<file path="src/hdl/bgic_pkg.sv">
// bgic_pkg: shared widths, codes, command and status types for the block grid centroid
// used by every module under block_grid_intensity_centroid, depends on nothing
package bgic_pkg;

	localparam int unsigned PIX_W     = 8;
	localparam int unsigned DIM_W     = 11;
	localparam int unsigned CNT_W     = 10;
	localparam int unsigned GRID_W    = 5;
	localparam int unsigned ACC_W     = 28;
	localparam int unsigned MOM_W     = 38;
	localparam int unsigned AREA_W    = 21;
	localparam int unsigned MEAN_W    = 16;
	localparam int unsigned STAT_W    = 2;
	localparam int unsigned IDX_W     = 2;
	localparam int unsigned DIV_CNT_W = $clog2(MOM_W);

	localparam logic [DIM_W-1:0]  MAX_DIM  = 11'd1024;
	localparam logic [GRID_W-1:0] MAX_GRID = 5'd16;

	localparam logic [DIM_W-1:0]  WIDTH_RST  = 11'd64;
	localparam logic [DIM_W-1:0]  HEIGHT_RST = 11'd64;
	localparam logic [GRID_W-1:0] COLS_RST   = 5'd10;
	localparam logic [GRID_W-1:0] ROWS_RST   = 5'd6;

	localparam logic [STAT_W-1:0] STATUS_OK     = 2'd0;
	localparam logic [STAT_W-1:0] STATUS_SIZE   = 2'd1;
	localparam logic [STAT_W-1:0] STATUS_WEIGHT = 2'd2;

	typedef enum logic [IDX_W-1:0] {
		REG_WIDTH,
		REG_HEIGHT,
		REG_COLS,
		REG_ROWS
	} reg_idx_t;

	typedef enum logic [2:0] {
		DIV_BW,
		DIV_BH,
		DIV_COL,
		DIV_ROW,
		DIV_MEAN,
		DIV_CX,
		DIV_CY
	} div_sel_t;

	typedef enum logic [4:0] {
		ST_BW,
		ST_BW_WAIT,
		ST_BH,
		ST_BH_WAIT,
		ST_FIX,
		ST_COL,
		ST_COL_WAIT,
		ST_ROW,
		ST_ROW_WAIT,
		ST_RUN,
		ST_MEAN,
		ST_MEAN_WAIT,
		ST_CX,
		ST_CX_WAIT,
		ST_CY,
		ST_CY_WAIT,
		ST_LOAD
	} state_t;

	typedef struct packed {
		logic     pixel_we;
		logic     cfg_we;
		logic     div_start;
		div_sel_t div_sel;
		logic     geom_fix;
		logic     load_out;
	} cmd_t;

	typedef struct packed {
		logic div_done;
		logic div_busy;
		logic last_pixel;
	} sts_t;

	function automatic logic [DIM_W-1:0] eff_dim(input logic [DIM_W-1:0] v);
		logic [DIM_W-1:0] r;
		if (v == '0) begin
			r = DIM_W'(1);
		end else if (v > MAX_DIM) begin
			r = MAX_DIM;
		end else begin
			r = v;
		end
		return r;
	endfunction

	function automatic logic [GRID_W-1:0] eff_grid(input logic [GRID_W-1:0] v);
		return (v > MAX_GRID) ? MAX_GRID : v;
	endfunction

endpackage

</file>
<file path="src/hdl/bgic_div.sv">
// bgic_div: shared restoring divider, one quotient bit per cycle
// depends on bgic_pkg for widths
module bgic_div (
	input  logic                         clk,
	input  logic                         arst_n,
	input  logic                         start,
	input  logic [bgic_pkg::MOM_W-1:0]   dividend,
	input  logic [bgic_pkg::ACC_W-1:0]   divisor,
	output logic                         busy,
	output logic                         done,
	output logic [bgic_pkg::MOM_W-1:0]   quotient,
	output logic [bgic_pkg::ACC_W-1:0]   remainder
);

	logic [bgic_pkg::MOM_W-1:0]     dvd_q;
	logic [bgic_pkg::ACC_W-1:0]     dsr_q;
	logic [bgic_pkg::ACC_W-1:0]     rem_q;
	logic [bgic_pkg::DIV_CNT_W-1:0] cnt_q;
	logic                           busy_q;
	logic                           done_q;
	logic [bgic_pkg::ACC_W:0]       trial;
	logic                           ge;
	logic [bgic_pkg::ACC_W:0]       diff;
	logic [bgic_pkg::ACC_W-1:0]     rem_nxt;

	always_comb begin
		trial   = {rem_q, dvd_q[bgic_pkg::MOM_W-1]};
		ge      = trial >= {1'b0, dsr_q};
		diff    = trial - {1'b0, dsr_q};
		rem_nxt = ge ? diff[bgic_pkg::ACC_W-1:0] : trial[bgic_pkg::ACC_W-1:0];
	end

	always_ff @(posedge clk or negedge arst_n) begin
		if (!arst_n) begin
			busy_q <= 1'b0;
			done_q <= 1'b0;
			cnt_q  <= '0;
		end else begin
			done_q <= 1'b0;
			if (start) begin
				busy_q <= 1'b1;
				cnt_q  <= '0;
			end else if (busy_q) begin
				cnt_q <= cnt_q + bgic_pkg::DIV_CNT_W'(1);
				if (cnt_q == bgic_pkg::DIV_CNT_W'(bgic_pkg::MOM_W - 1)) begin
					busy_q <= 1'b0;
					done_q <= 1'b1;
				end
			end
		end
	end

	always_ff @(posedge clk) begin
		if (start) begin
			dvd_q <= dividend;
			dsr_q <= divisor;
			rem_q <= '0;
		end else if (busy_q) begin
			dvd_q <= {dvd_q[bgic_pkg::MOM_W-2:0], ge};
			rem_q <= rem_nxt;
		end
	end

	assign busy      = busy_q;
	assign done      = done_q;
	assign quotient  = dvd_q;
	assign remainder = rem_q;

endmodule

</file>
<file path="src/hdl/bgic_datapath.sv">
// bgic_datapath: config registers, grid geometry, raster counters, moment accumulators
// and result registers; depends on bgic_pkg and bgic_div
module bgic_datapath (
	input  logic                          clk,
	input  logic                          arst_n,
	input  bgic_pkg::cmd_t                cmd,
	output bgic_pkg::sts_t                sts,
	input  logic [bgic_pkg::IDX_W-1:0]    cfg_index,
	input  logic [bgic_pkg::DIM_W-1:0]    cfg_data,
	input  logic [bgic_pkg::PIX_W-1:0]    pixel_value,
	output logic [bgic_pkg::CNT_W-1:0]    centroid_x,
	output logic [bgic_pkg::CNT_W-1:0]    centroid_y,
	output logic [bgic_pkg::MEAN_W-1:0]   mean_level,
	output logic [bgic_pkg::STAT_W-1:0]   status
);

	localparam int unsigned DW = bgic_pkg::DIM_W;
	localparam int unsigned CW = bgic_pkg::CNT_W;
	localparam int unsigned GW = bgic_pkg::GRID_W;
	localparam int unsigned PW = bgic_pkg::PIX_W;
	localparam int unsigned AW = bgic_pkg::ACC_W;
	localparam int unsigned MW = bgic_pkg::MOM_W;
	localparam int unsigned PRW = PW + CW;
	localparam int unsigned SPW = GW + DW;
	localparam int unsigned ARW = bgic_pkg::AREA_W;
	localparam int unsigned MNW = bgic_pkg::MEAN_W;

	// configuration
	logic [DW-1:0] width_q, height_q;
	logic [GW-1:0] cols_q, rows_q;
	logic [DW-1:0] w_eff, h_eff;
	logic [GW-1:0] c_eff, r_eff;

	// geometry
	logic [DW-1:0]  bw_q, bh_q;
	logic [CW-1:0]  half_x_q, half_y_q, last_x_q, last_y_q;
	logic [ARW-1:0] area_q;

	// raster position
	logic [CW-1:0] pcol_q, prow_q, bcol_q, brow_q, cin_q, rin_q;
	logic [DW-1:0] basex_q, basey_q;

	// accumulators
	logic [AW-1:0] total_q, covered_q;
	logic [MW-1:0] mx_q, my_q;

	// division results
	logic [MNW-1:0] mean_res_q;
	logic [CW-1:0]  cx_res_q, cy_res_q;

	// output beat
	logic [CW-1:0]               cx_out_q, cy_out_q;
	logic [MNW-1:0]              mean_out_q;
	logic [bgic_pkg::STAT_W-1:0] status_out_q;

	logic           size_ok, covered, last_col_blk, last_row_blk;
	logic [DW-1:0]  ctr_sum_x, ctr_sum_y;
	logic [CW-1:0]  center_x, center_y;
	logic [PRW-1:0] prod_x, prod_y;
	logic           col_end, row_end, cin_wrap, rin_wrap;
	logic [SPW-1:0] span_x, span_y;
	logic [DW-1:0]  rest_x, rest_y;
	logic [ARW-1:0] area_nxt;

	logic                 div_busy, div_done;
	logic [MW-1:0]        div_dvd, div_quo;
	logic [AW-1:0]        div_dsr, div_rem;
	logic [bgic_pkg::STAT_W-1:0] status_nxt;

	assign w_eff = bgic_pkg::eff_dim(width_q);
	assign h_eff = bgic_pkg::eff_dim(height_q);
	assign c_eff = bgic_pkg::eff_grid(cols_q);
	assign r_eff = bgic_pkg::eff_grid(rows_q);

	always_comb begin
		size_ok      = (bw_q != '0) && (bh_q != '0);
		covered      = size_ok && (bcol_q < CW'(c_eff)) && (brow_q < CW'(r_eff));
		last_col_blk = bcol_q == (CW'(c_eff) - CW'(1));
		last_row_blk = brow_q == (CW'(r_eff) - CW'(1));
		ctr_sum_x    = basex_q + DW'(last_col_blk ? last_x_q : half_x_q);
		ctr_sum_y    = basey_q + DW'(last_row_blk ? last_y_q : half_y_q);
		center_x     = ctr_sum_x[CW-1:0];
		center_y     = ctr_sum_y[CW-1:0];
		prod_x       = PRW'(pixel_value) * PRW'(center_x);
		prod_y       = PRW'(pixel_value) * PRW'(center_y);
		col_end      = (DW'(pcol_q) + DW'(1)) >= w_eff;
		row_end      = (DW'(prow_q) + DW'(1)) >= h_eff;
		cin_wrap     = (DW'(cin_q) + DW'(1)) == bw_q;
		rin_wrap     = (DW'(rin_q) + DW'(1)) == bh_q;
		span_x       = SPW'(c_eff - GW'(1)) * SPW'(bw_q);
		span_y       = SPW'(r_eff - GW'(1)) * SPW'(bh_q);
		rest_x       = w_eff - span_x[DW-1:0];
		rest_y       = h_eff - span_y[DW-1:0];
		area_nxt     = ARW'(w_eff) * ARW'(h_eff);
	end

	always_comb begin
		case (cmd.div_sel)
			bgic_pkg::DIV_BW: begin
				div_dvd = MW'(w_eff);
				div_dsr = AW'(c_eff);
			end
			bgic_pkg::DIV_BH: begin
				div_dvd = MW'(h_eff);
				div_dsr = AW'(r_eff);
			end
			bgic_pkg::DIV_COL: begin
				div_dvd = MW'(pcol_q);
				div_dsr = AW'(bw_q);
			end
			bgic_pkg::DIV_ROW: begin
				div_dvd = MW'(prow_q);
				div_dsr = AW'(bh_q);
			end
			bgic_pkg::DIV_MEAN: begin
				div_dvd = {2'b00, total_q, 8'h00};
				div_dsr = AW'(area_q);
			end
			bgic_pkg::DIV_CX: begin
				div_dvd = mx_q;
				div_dsr = covered_q;
			end
			bgic_pkg::DIV_CY: begin
				div_dvd = my_q;
				div_dsr = covered_q;
			end
			default: begin
				div_dvd = '0;
				div_dsr = '0;
			end
		endcase
	end

	bgic_div u_div (
		.clk       (clk),
		.arst_n    (arst_n),
		.start     (cmd.div_start),
		.dividend  (div_dvd),
		.divisor   (div_dsr),
		.busy      (div_busy),
		.done      (div_done),
		.quotient  (div_quo),
		.remainder (div_rem)
	);

	always_ff @(posedge clk or negedge arst_n) begin
		if (!arst_n) begin
			width_q  <= bgic_pkg::WIDTH_RST;
			height_q <= bgic_pkg::HEIGHT_RST;
			cols_q   <= bgic_pkg::COLS_RST;
			rows_q   <= bgic_pkg::ROWS_RST;
		end else if (cmd.cfg_we) begin
			unique case (bgic_pkg::reg_idx_t'(cfg_index))
				bgic_pkg::REG_WIDTH:  width_q  <= cfg_data;
				bgic_pkg::REG_HEIGHT: height_q <= cfg_data;
				bgic_pkg::REG_COLS:   cols_q   <= cfg_data[GW-1:0];
				bgic_pkg::REG_ROWS:   rows_q   <= cfg_data[GW-1:0];
			endcase
		end
	end

	// geometry and division results
	always_ff @(posedge clk) begin
		if (cmd.geom_fix) begin
			half_x_q <= bw_q[DW-1:1];
			half_y_q <= bh_q[DW-1:1];
			last_x_q <= rest_x[DW-1:1];
			last_y_q <= rest_y[DW-1:1];
			area_q   <= area_nxt;
		end
		if (div_done) begin
			case (cmd.div_sel)
				bgic_pkg::DIV_BW:   bw_q <= (c_eff == '0) ? '0 : div_quo[DW-1:0];
				bgic_pkg::DIV_BH:   bh_q <= (r_eff == '0) ? '0 : div_quo[DW-1:0];
				bgic_pkg::DIV_MEAN: begin
					mean_res_q <= (|div_quo[MW-1:MNW]) ? '1 : div_quo[MNW-1:0];
				end
				bgic_pkg::DIV_CX:   cx_res_q <= div_quo[CW-1:0];
				bgic_pkg::DIV_CY:   cy_res_q <= div_quo[CW-1:0];
				default: ;
			endcase
		end
	end

	always_ff @(posedge clk or negedge arst_n) begin
		if (!arst_n) begin
			pcol_q  <= '0;
			prow_q  <= '0;
			bcol_q  <= '0;
			brow_q  <= '0;
			cin_q   <= '0;
			rin_q   <= '0;
			basex_q <= '0;
			basey_q <= '0;
		end else if (div_done && (cmd.div_sel == bgic_pkg::DIV_COL)) begin
			bcol_q  <= div_quo[CW-1:0];
			cin_q   <= div_rem[CW-1:0];
			basex_q <= DW'(pcol_q) - DW'(div_rem[CW-1:0]);
		end else if (div_done && (cmd.div_sel == bgic_pkg::DIV_ROW)) begin
			brow_q  <= div_quo[CW-1:0];
			rin_q   <= div_rem[CW-1:0];
			basey_q <= DW'(prow_q) - DW'(div_rem[CW-1:0]);
		end else if (cmd.pixel_we) begin
			if (col_end) begin
				pcol_q  <= '0;
				bcol_q  <= '0;
				cin_q   <= '0;
				basex_q <= '0;
				if (row_end) begin
					prow_q  <= '0;
					brow_q  <= '0;
					rin_q   <= '0;
					basey_q <= '0;
				end else begin
					prow_q <= prow_q + CW'(1);
					if (rin_wrap) begin
						rin_q   <= '0;
						brow_q  <= brow_q + CW'(1);
						basey_q <= basey_q + bh_q;
					end else begin
						rin_q <= rin_q + CW'(1);
					end
				end
			end else begin
				pcol_q <= pcol_q + CW'(1);
				if (cin_wrap) begin
					cin_q   <= '0;
					bcol_q  <= bcol_q + CW'(1);
					basex_q <= basex_q + bw_q;
				end else begin
					cin_q <= cin_q + CW'(1);
				end
			end
		end
	end

	always_ff @(posedge clk or negedge arst_n) begin
		if (!arst_n) begin
			total_q   <= '0;
			covered_q <= '0;
			mx_q      <= '0;
			my_q      <= '0;
		end else if (cmd.load_out) begin
			total_q   <= '0;
			covered_q <= '0;
			mx_q      <= '0;
			my_q      <= '0;
		end else if (cmd.pixel_we) begin
			total_q <= total_q + AW'(pixel_value);
			if (covered) begin
				covered_q <= covered_q + AW'(pixel_value);
				mx_q      <= mx_q + MW'(prod_x);
				my_q      <= my_q + MW'(prod_y);
			end
		end
	end

	always_comb begin
		if (!size_ok) begin
			status_nxt = bgic_pkg::STATUS_SIZE;
		end else if (covered_q == '0) begin
			status_nxt = bgic_pkg::STATUS_WEIGHT;
		end else begin
			status_nxt = bgic_pkg::STATUS_OK;
		end
	end

	always_ff @(posedge clk) begin
		if (cmd.load_out) begin
			status_out_q <= status_nxt;
			mean_out_q   <= mean_res_q;
			cx_out_q     <= (status_nxt == bgic_pkg::STATUS_OK) ? cx_res_q : '0;
			cy_out_q     <= (status_nxt == bgic_pkg::STATUS_OK) ? cy_res_q : '0;
		end
	end

	assign sts.div_done   = div_done;
	assign sts.div_busy   = div_busy;
	assign sts.last_pixel = col_end && row_end;

	assign centroid_x = cx_out_q;
	assign centroid_y = cy_out_q;
	assign mean_level = mean_out_q;
	assign status     = status_out_q;

endmodule

</file>
<file path="src/hdl/bgic_ctrl.sv">
// bgic_ctrl: sequencer for geometry set-up, pixel intake, end-of-image divisions and output beat
// depends on bgic_pkg
module bgic_ctrl (
	input  logic           clk,
	input  logic           arst_n,
	input  logic           in_valid,
	output logic           in_ready,
	input  logic           cfg_valid,
	output logic           cfg_ready,
	output logic           out_valid,
	input  logic           out_ready,
	output bgic_pkg::cmd_t cmd,
	input  bgic_pkg::sts_t sts
);

	bgic_pkg::state_t state_q, state_nxt;
	logic             out_valid_q;
	logic             out_free;

	assign out_free = !out_valid_q || out_ready;

	always_comb begin
		state_nxt = state_q;
		unique case (state_q)
			bgic_pkg::ST_BW:        state_nxt = bgic_pkg::ST_BW_WAIT;
			bgic_pkg::ST_BW_WAIT:   if (sts.div_done) state_nxt = bgic_pkg::ST_BH;
			bgic_pkg::ST_BH:        state_nxt = bgic_pkg::ST_BH_WAIT;
			bgic_pkg::ST_BH_WAIT:   if (sts.div_done) state_nxt = bgic_pkg::ST_FIX;
			bgic_pkg::ST_FIX:       state_nxt = bgic_pkg::ST_COL;
			bgic_pkg::ST_COL:       state_nxt = bgic_pkg::ST_COL_WAIT;
			bgic_pkg::ST_COL_WAIT:  if (sts.div_done) state_nxt = bgic_pkg::ST_ROW;
			bgic_pkg::ST_ROW:       state_nxt = bgic_pkg::ST_ROW_WAIT;
			bgic_pkg::ST_ROW_WAIT:  if (sts.div_done) state_nxt = bgic_pkg::ST_RUN;
			bgic_pkg::ST_RUN: begin
				if (cfg_valid) begin
					state_nxt = bgic_pkg::ST_BW;
				end else if (in_valid && sts.last_pixel) begin
					state_nxt = bgic_pkg::ST_MEAN;
				end
			end
			bgic_pkg::ST_MEAN:      state_nxt = bgic_pkg::ST_MEAN_WAIT;
			bgic_pkg::ST_MEAN_WAIT: if (sts.div_done) state_nxt = bgic_pkg::ST_CX;
			bgic_pkg::ST_CX:        state_nxt = bgic_pkg::ST_CX_WAIT;
			bgic_pkg::ST_CX_WAIT:   if (sts.div_done) state_nxt = bgic_pkg::ST_CY;
			bgic_pkg::ST_CY:        state_nxt = bgic_pkg::ST_CY_WAIT;
			bgic_pkg::ST_CY_WAIT:   if (sts.div_done) state_nxt = bgic_pkg::ST_LOAD;
			bgic_pkg::ST_LOAD:      if (out_free) state_nxt = bgic_pkg::ST_RUN;
			default:                state_nxt = bgic_pkg::ST_BW;
		endcase
	end

	always_comb begin
		cmd.pixel_we  = 1'b0;
		cmd.cfg_we    = 1'b0;
		cmd.div_start = 1'b0;
		cmd.div_sel   = bgic_pkg::DIV_BW;
		cmd.geom_fix  = 1'b0;
		cmd.load_out  = 1'b0;
		in_ready      = 1'b0;
		cfg_ready     = 1'b0;
		unique case (state_q)
			bgic_pkg::ST_BW: begin
				cmd.div_start = 1'b1;
				cmd.div_sel   = bgic_pkg::DIV_BW;
			end
			bgic_pkg::ST_BW_WAIT:   cmd.div_sel = bgic_pkg::DIV_BW;
			bgic_pkg::ST_BH: begin
				cmd.div_start = 1'b1;
				cmd.div_sel   = bgic_pkg::DIV_BH;
			end
			bgic_pkg::ST_BH_WAIT:   cmd.div_sel = bgic_pkg::DIV_BH;
			bgic_pkg::ST_FIX:       cmd.geom_fix = 1'b1;
			bgic_pkg::ST_COL: begin
				cmd.div_start = 1'b1;
				cmd.div_sel   = bgic_pkg::DIV_COL;
			end
			bgic_pkg::ST_COL_WAIT:  cmd.div_sel = bgic_pkg::DIV_COL;
			bgic_pkg::ST_ROW: begin
				cmd.div_start = 1'b1;
				cmd.div_sel   = bgic_pkg::DIV_ROW;
			end
			bgic_pkg::ST_ROW_WAIT:  cmd.div_sel = bgic_pkg::DIV_ROW;
			bgic_pkg::ST_RUN: begin
				cfg_ready    = 1'b1;
				in_ready     = !cfg_valid;
				cmd.cfg_we   = cfg_valid;
				cmd.pixel_we = in_valid && !cfg_valid;
			end
			bgic_pkg::ST_MEAN: begin
				cmd.div_start = 1'b1;
				cmd.div_sel   = bgic_pkg::DIV_MEAN;
			end
			bgic_pkg::ST_MEAN_WAIT: cmd.div_sel = bgic_pkg::DIV_MEAN;
			bgic_pkg::ST_CX: begin
				cmd.div_start = 1'b1;
				cmd.div_sel   = bgic_pkg::DIV_CX;
			end
			bgic_pkg::ST_CX_WAIT:   cmd.div_sel = bgic_pkg::DIV_CX;
			bgic_pkg::ST_CY: begin
				cmd.div_start = 1'b1;
				cmd.div_sel   = bgic_pkg::DIV_CY;
			end
			bgic_pkg::ST_CY_WAIT:   cmd.div_sel = bgic_pkg::DIV_CY;
			bgic_pkg::ST_LOAD:      cmd.load_out = out_free;
			default: ;
		endcase
	end

	always_ff @(posedge clk or negedge arst_n) begin
		if (!arst_n) begin
			state_q     <= bgic_pkg::ST_BW;
			out_valid_q <= 1'b0;
		end else begin
			state_q <= state_nxt;
			if (cmd.load_out) begin
				out_valid_q <= 1'b1;
			end else if (out_ready) begin
				out_valid_q <= 1'b0;
			end
		end
	end

	assign out_valid = out_valid_q;

	a_run_div_idle: assert property (@(posedge clk) disable iff (!arst_n)
		(state_q == bgic_pkg::ST_RUN) |-> !sts.div_busy)
		else $error("divider busy while taking pixels");

	a_done_in_wait: assert property (@(posedge clk) disable iff (!arst_n)
		sts.div_done |-> (state_q == bgic_pkg::ST_BW_WAIT || state_q == bgic_pkg::ST_BH_WAIT ||
			state_q == bgic_pkg::ST_COL_WAIT || state_q == bgic_pkg::ST_ROW_WAIT ||
			state_q == bgic_pkg::ST_MEAN_WAIT || state_q == bgic_pkg::ST_CX_WAIT ||
			state_q == bgic_pkg::ST_CY_WAIT))
		else $error("divider finished outside a wait state");

	a_last_starts_mean: assert property (@(posedge clk) disable iff (!arst_n)
		(cmd.pixel_we && sts.last_pixel) |=> (state_q == bgic_pkg::ST_MEAN))
		else $error("last pixel did not start the image result");

	a_load_when_free: assert property (@(posedge clk) disable iff (!arst_n)
		(out_valid_q && !out_ready) |-> !cmd.load_out)
		else $error("result overwritten before it was taken");

endmodule

</file>
<file path="src/hdl/block_grid_intensity_centroid.sv">
// block_grid_intensity_centroid: top level of the block grid intensity centroid
// depends on bgic_pkg, bgic_ctrl, bgic_datapath (with bgic_div)
//
//  channel  signals                                         dir  beat
//  cfg      cfg_valid cfg_ready cfg_index cfg_data          in   one register write
//  in       in_valid in_ready pixel_value                   in   one pixel, raster order
//  out      out_valid out_ready centroid_x centroid_y       out  one result per image
//           mean_level status
//
// one pixel per cycle while an image is streaming and no register write is pending
// last pixel of an image: three 38-step divisions, then the output load
// register write: block size and position set-up on the shared divider
// after reset the same set-up runs before the first pixel is taken
// a waiting result holds the next image's end until taken; pixels keep flowing till then
module block_grid_intensity_centroid (
	input  logic                           clk,
	input  logic                           arst_n,
	input  logic                           cfg_valid,
	output logic                           cfg_ready,
	input  logic [bgic_pkg::IDX_W-1:0]     cfg_index,
	input  logic [bgic_pkg::DIM_W-1:0]     cfg_data,
	input  logic                           in_valid,
	output logic                           in_ready,
	input  logic [bgic_pkg::PIX_W-1:0]     pixel_value,
	output logic                           out_valid,
	input  logic                           out_ready,
	output logic [bgic_pkg::CNT_W-1:0]     centroid_x,
	output logic [bgic_pkg::CNT_W-1:0]     centroid_y,
	output logic [bgic_pkg::MEAN_W-1:0]    mean_level,
	output logic [bgic_pkg::STAT_W-1:0]    status
);

	bgic_pkg::cmd_t cmd;
	bgic_pkg::sts_t sts;

	bgic_ctrl u_ctrl (
		.clk       (clk),
		.arst_n    (arst_n),
		.in_valid  (in_valid),
		.in_ready  (in_ready),
		.cfg_valid (cfg_valid),
		.cfg_ready (cfg_ready),
		.out_valid (out_valid),
		.out_ready (out_ready),
		.cmd       (cmd),
		.sts       (sts)
	);

	bgic_datapath u_dp (
		.clk         (clk),
		.arst_n      (arst_n),
		.cmd         (cmd),
		.sts         (sts),
		.cfg_index   (cfg_index),
		.cfg_data    (cfg_data),
		.pixel_value (pixel_value),
		.centroid_x  (centroid_x),
		.centroid_y  (centroid_y),
		.mean_level  (mean_level),
		.status      (status)
	);

endmodule
</file>
<file path="config.mk">
export PLATFORM = sky130hd
export DESIGN_NAME = block_grid_intensity_centroid
export DESIGN_NICKNAME = d
export VERILOG_FILES = /design/src/hdl/bgic_pkg.sv /design/src/hdl/bgic_div.sv /design/src/hdl/bgic_datapath.sv /design/src/hdl/bgic_ctrl.sv /design/src/hdl/block_grid_intensity_centroid.sv
export SDC_FILE = /design/constraint.sdc
export NUM_CORES = 2
export LEC_CHECK = 0
export BUFFER_PORTS_ARGS = -buffer_cell sky130_fd_sc_hd__clkbuf_2
export CORE_AREA = 2 2 502 255
export CTS_CLUSTER_DIAMETER = 80
export CTS_CLUSTER_SIZE = 24
export DETAILED_ROUTE_END_ITERATION = 6
export DIE_AREA = 0 0 504 257
export PLACE_DENSITY = 0.59
export SLEW_MARGIN = 30
export SYNTH_ARGS = -nofsm -noshare
export SYNTH_HDL_FRONTEND = slang
export SYNTH_HIERARCHICAL = 1
export SYNTH_SLANG_ARGS = --single-unit
export TNS_END_PERCENT = 50
</file>
<file path="constraint.sdc">
create_clock -name clk -period 12.3 [get_ports clk]
set_input_delay 0.615 -clock clk [delete_from_list [all_inputs] [get_ports clk]]
set_output_delay 0.615 -clock clk [all_outputs]
set_load 0.02 [all_outputs]
</file>
# Word-level counts from Yosys, hierarchy flattened
# Cells that the tools add are included.
# word_totals
regBits,511
in_bits,26
elab_cells,265
# op_classes
addsub,28
multipliers,5
order_cmp,9
n_eq_ne,40
n_mux,86
n_bitwise,2
reduce_logical,57
# ops
op,count
two-way mux 38 bit,8
one-hot mux 38 bit (7 select lines),1
two-way mux 10 bit,24
two-way mux 28 bit,6
one-hot mux 28 bit (6 select lines),1
two-way mux 11 bit,14
one-hot mux 5 bit (17 select lines),1
adder 38 x 18 -> 38 bit,2
"adder 10 x 1 -> 10 bit, second input constant",6
two-way mux 5 bit,12
adder 28 x 8 -> 28 bit,2
"adder 10 x 1 -> 11 bit, second input constant",4
"equality test 5 x 4 -> 1 bit, second input constant",8
multiplier 8 x 10 -> 18 bit,2
multiplier 16 x 11 -> 11 bit,2
>= comparator 29 x 28 -> 1 bit,1
zero test 28 bit,1
subtractor 28 bit,1
"subtractor 5 x 1 -> 6 bit, second input constant",4
adder 11 bit,2
equality test 11 bit,2
>= comparator 11 bit,2
"> comparator 11 bit, second input constant",2
zero test 11 bit,2
other kinds (41),117

# Depth between registers and ports, before layout
# depth
depth_word,11
ltp_mapped,38
mapped_depth_nobuf,35

# Hierarchy
# Netlist, hierarchy kept.
# modules_own_cells
module,instances,cells_each,area_per_inst_um2
bgic_datapath,1,4020,37120.6
bgic_div,1,548,5785.5
bgic_ctrl,1,68,565.5

# Least setup slack after synthesis
# No wires, ideal clock.
# synth_timing
kind,register to register
start,register u_dp.cols_q[4]
end,register u_dp.mx_q[35]
arrival_ns,8.783
t_required_ns,12.181
path_slack_ns,3.398
stages_incl_launch_ff,36
cell_sequence,dfrtp_1 > buf_2 > nand2b_1 > clkbuf_1 > ha_1 > inv_2 > xnor3_1 > or3_1 > nor4_4 > mux2_2 > ha_1 > fa_1 > a21o_1 > a21oi_1 > o21bai_1 > a21oi_1 > o21bai_1 > a21oi_1 > xnor2_1 > nand2_1 > fa_1 > inv_1 > fa_1 > fa_1 > inv_1 > fa_1 > inv_1 > ha_1 > or3_1 > a21oi_1 > o211ai_1 > a311o_1 > a21oi_1 > nor2_1 > and3_1 > o21a_1
# synth_between
elab_chain_len,11
# synth_lines
element,line_no,text
"start, declared",bgic_datapath.sv:30,"logic [GW-1:0] cols_q, rows_q;"
"start signal, assigned",bgic_datapath.sv:150,cols_q <= bgic_pkg::COLS_RST;
"start signal, assigned",bgic_datapath.sv:156,bgic_pkg::REG_COLS: cols_q <= cfg_data[GW-1:0];
> comparator 5 bit,bgic_pkg.sv:94,return (v > MAX_GRID) ? MAX_GRID : v;
two-way mux 5 bit *,bgic_pkg.sv:94,
subtractor 5 x 1 -> 6 bit,bgic_datapath.sv:78,last_col_blk = bcol_q == (CW'(c_eff) - CW'(1));
equality test 10 bit,bgic_datapath.sv:78,
two-way mux 10 bit,bgic_datapath.sv:80,ctr_sum_x = basex_q + DW'(last_col_blk ? last_x_q : half_x_q);
adder 10 bit,bgic_datapath.sv:80,
multiplier 8 x 10 -> 18 bit,bgic_datapath.sv:84,prod_x = PRW'(pixel_value) * PRW'(center_x);
adder 38 x 18 -> 38 bit,bgic_datapath.sv:252,mx_q <= mx_q + MW'(prod_x);
two-way mux 38 bit,bgic_datapath.sv:250,if (covered) begin
two-way mux 38 bit,bgic_datapath.sv:248,end else if (cmd.pixel_we) begin
two-way mux 38 bit,bgic_datapath.sv:243,end else if (cmd.load_out) begin
"end signal, assigned",bgic_datapath.sv:252,
"end, declared",bgic_datapath.sv:45,"logic [MW-1:0] mx_q, my_q;"
# Every way passes the cells marked *; elsewhere a longest branch is shown, timed or not. The select of a mux whose other input is x is not followed.
# A chain may end at the register's enable or synchronous reset.

# Final worst setup path
# Same ends and word-level chain as after synthesis.

==> metrics.csv <==
stage,metric,value,unit
sta,final worst-path cycle share,90.0,%
sta,Clock Skews,0.0315,ns
sta,Slew HR,28.4,%
cts,Clock Latency Late Sink,0.69,ns
route,WL/cell,23.8,µm
route,DR vias,35200,
job,number of max-cap violations,0,
placement,# port buffers,66,
logic_synthesis,"Avg Cell Area, Syn",9.38,µm²
worst_setup_path,Top Family by Delay on Critical Path,compound AO/OA/AOI/OAI gates,
global_routing,Total GRT Usage,23.0,%
die,Starting Density,34.8,%
route,DR top layer,met4,
global_routing,vias in the first global route,33200,
route,Metal-1 WL,72900,µm
route,met2 WL,50400,µm
finish,Fill cells,12600,
finish,share of cells above drive strength 1,8.13,%
cts,TritonCTS clock tree,done,
die,area of the core,125000,µm²
cts,CTS Root Cell,clkbuf_16,
global_routing,initial antenna violation count,5,
logic_synthesis,Syn. warnings,6,
placement,HPWL after DPL,117000,µm
sta,RSZ-0062 raised after global routing,false,
die,Die Ht,257,µm
route,drt pass-1 iters,7,
global_routing,largest net degree at the start of global routing,108,
logic_synthesis,Mapped Area,43500,µm²
sta,FMAX,0.0903,GHz
route,ANT nets after route,0,
cts,Clock Path Buffers,3,
die,row cnt,92,
cts,postcts setup bufs,0,
sta,final setup margin,1.23,ns
global_routing,grt ovf,0,
cts,clk slew on worst S/H paths,0.10,ns
worst_setup_path,CP bufs+invs,4,
route,1st-iter DRT viols,4643,
sta,Slew Limit Fails,0,
worst_setup_path,Critical Path Max Stage Delay,0.70,ns
route,vias per cell,5.56,
finish,nets@finish,5239,
worst_setup_path,Startpoint Class,register,
run_status,failing checks,design-rule violations,
global_routing,global-route wire length before repair,225000,µm
worst_setup_path,WS Path Type,reg2reg,
run_status,status,"finished, violations left",
worst_setup_path,Arrival @ worst endpoint,11.64,ns
logic_synthesis,cells after synthesis,4635,
placement,Setup WS pre-CTS,1.41,ns
cts,H-tree depth,1,
route,met3 wire len,25100,µm
worst_setup_path,crit-path max FO,13,
logic_synthesis,"Net Count, Synth",5270,
sta,total negative setup slack,0,ns
worst_setup_path,CP Data Required Time,12.87,ns
sta,Slew @ Worst Pin,1.07,ns
worst_setup_path,Critical-path top delay cell,xnor2_1,
placement,GPL Wtd Cong,1.03,
hold_path,type of the most critical hold path,in2reg,
route,DRC viols,6,
cts,CTS buffer count,29,
finish,area grow syn2layout,7.57,%
sta,Final setup viols,0,
die,IO Pins,67,
route,Routed WL,151000,µm
worst_setup_path,critical path capture point type,register,
cts,Sink Count,509,
sta,final-report hold violation count,0,
die,die area,130000,µm²
die,Die Wd,504,µm
sta,Final Critical Period,11.07,ns
repair_timing:
action / 4_1_cts / 5_1_grt
endpoints found under the hold margin: 32 / 0
hold buffers: 1 / 0
gates resized for setup: 0 / 0
flip-flops by register name, indices dropped and copies added, names as in the netlist, 11 cells and up:
signal                count
u_dp/mx_q                38
u_dp/my_q                38
u_dp/u_div/quotient      38
u_dp/covered_q           28
u_dp/total_q             28
u_dp/u_div/dsr_q         28
u_dp/u_div/remainder     28
u_dp/area_q              21
u_dp/mean_level          16
u_dp/mean_res_q          16
u_dp/bh_q                11
u_dp/bw_q                11
u_dp/height_q            11
u_dp/width_q             11
worst register-to-register path: cells and delay by family (launching register included):
family | cells | cell delay [ns]
AOI/OAI and AO/OA | 11 | 3.61
and+or+nand+nor | 7 | 2.23
muxes | 1 | 0.45
DFF | 1 | 0.54
buffers and inverters | 4 | 0.36
adders and majority gates | 7 | 2.87
xor gates and xnor gates | 2 | 0.91
area by class of cell:
class,instances,area [µm²],area share [%]
repair buffers,131,871,1.86
diodes,4,10.0,0.0214
flip-flops and latches,509,13700,29.3
multi-input cells,3430,27200,58.1
well taps,1692,2120,4.53
clock inverters,11,166,0.356
clock buffers,42,811,1.73
inverters,503,1890,4.04
cell usage in the layout, fill, tap and decap left out, drive strengths merged, types with 11 or more instances in the layout:
cell type  count
inv          503
nand2        494
nor2         337
ha           331
fa           278
a21oi        255
dfrtp        252
edfxtp       223
o21ai        196
and2         177
xnor2        174
nor2b        117
clkbuf       107
nand3         94
mux2          93
xor2          85
nor3          67
buf           65
mux2i         59
and3          53
a21o          52
or3           51
nand2b        49
nor4          40
a211oi        30
o21a          28
dfxtp         28
nand4         26
a22oi         25
a311oi        25
or2           20
a31oi         19
o22ai         19
o211ai        18
o21bai        16
o31ai         13
mux4          11
a211o         11
per-stage QoR:
| stage | hold WS, ns | util [%] | instances | instance area (µm²) |
|---|---|---|---|---|
| 6_report | 0.171 | 37.4 | 6322 | 46800 |
| 5_1_grt | 0.176 | 37.4 | 6319 | 46700 |
| 4_1_cts | 0.142 | 37.4 | 6318 | 46700 |
| 3_5_place_dp | 0.405 | 36.6 | 6264 | 45700 |
| 3_3_place_gp | 0.404 | 36.5 | 6263 | 45700 |
| 2_1_floorplan | 0.319 | - | 4635 | 43500 |
per-layer routing:
metal  vias up  track usage (%)
met1     17400             37.4
met4         0             2.99
met2      1938             26.5
met5         -                0
met3       132             10.9
li1      15700                -
path summary, 6_finish.rpt:
path                       depth (start not counted)  slack (ns)                             start                      endpoint
max reg2reg                                       32        1.23        u_dp/cols_q[4]$_DFFE_PN0P_     u_dp/mx_q[35]$_DFFE_PN0P_
max in group asynchronous                          3       10.52                            arst_n     u_dp/u_div/busy$_DFF_PN0_
min reg2reg                                        0        0.43  u_dp/mean_res_q[8]$_SDFFCE_PP1P_  u_dp/mean_level[8]$_DFFE_PP_
min                                                3        0.17                      cfg_data[10]  u_dp/width_q[10]$_DFFE_PN0P_
min in group asynchronous                          2        0.50                            arst_n     u_dp/cin_q[8]$_DFFE_PN0P_
max                                               32        1.23        u_dp/cols_q[4]$_DFFE_PN0P_     u_dp/mx_q[35]$_DFFE_PN0P_
Power is left out: the tool's default activity adds up to more than one toggle a clock period on the data nets, which glitch-free logic cannot reach.
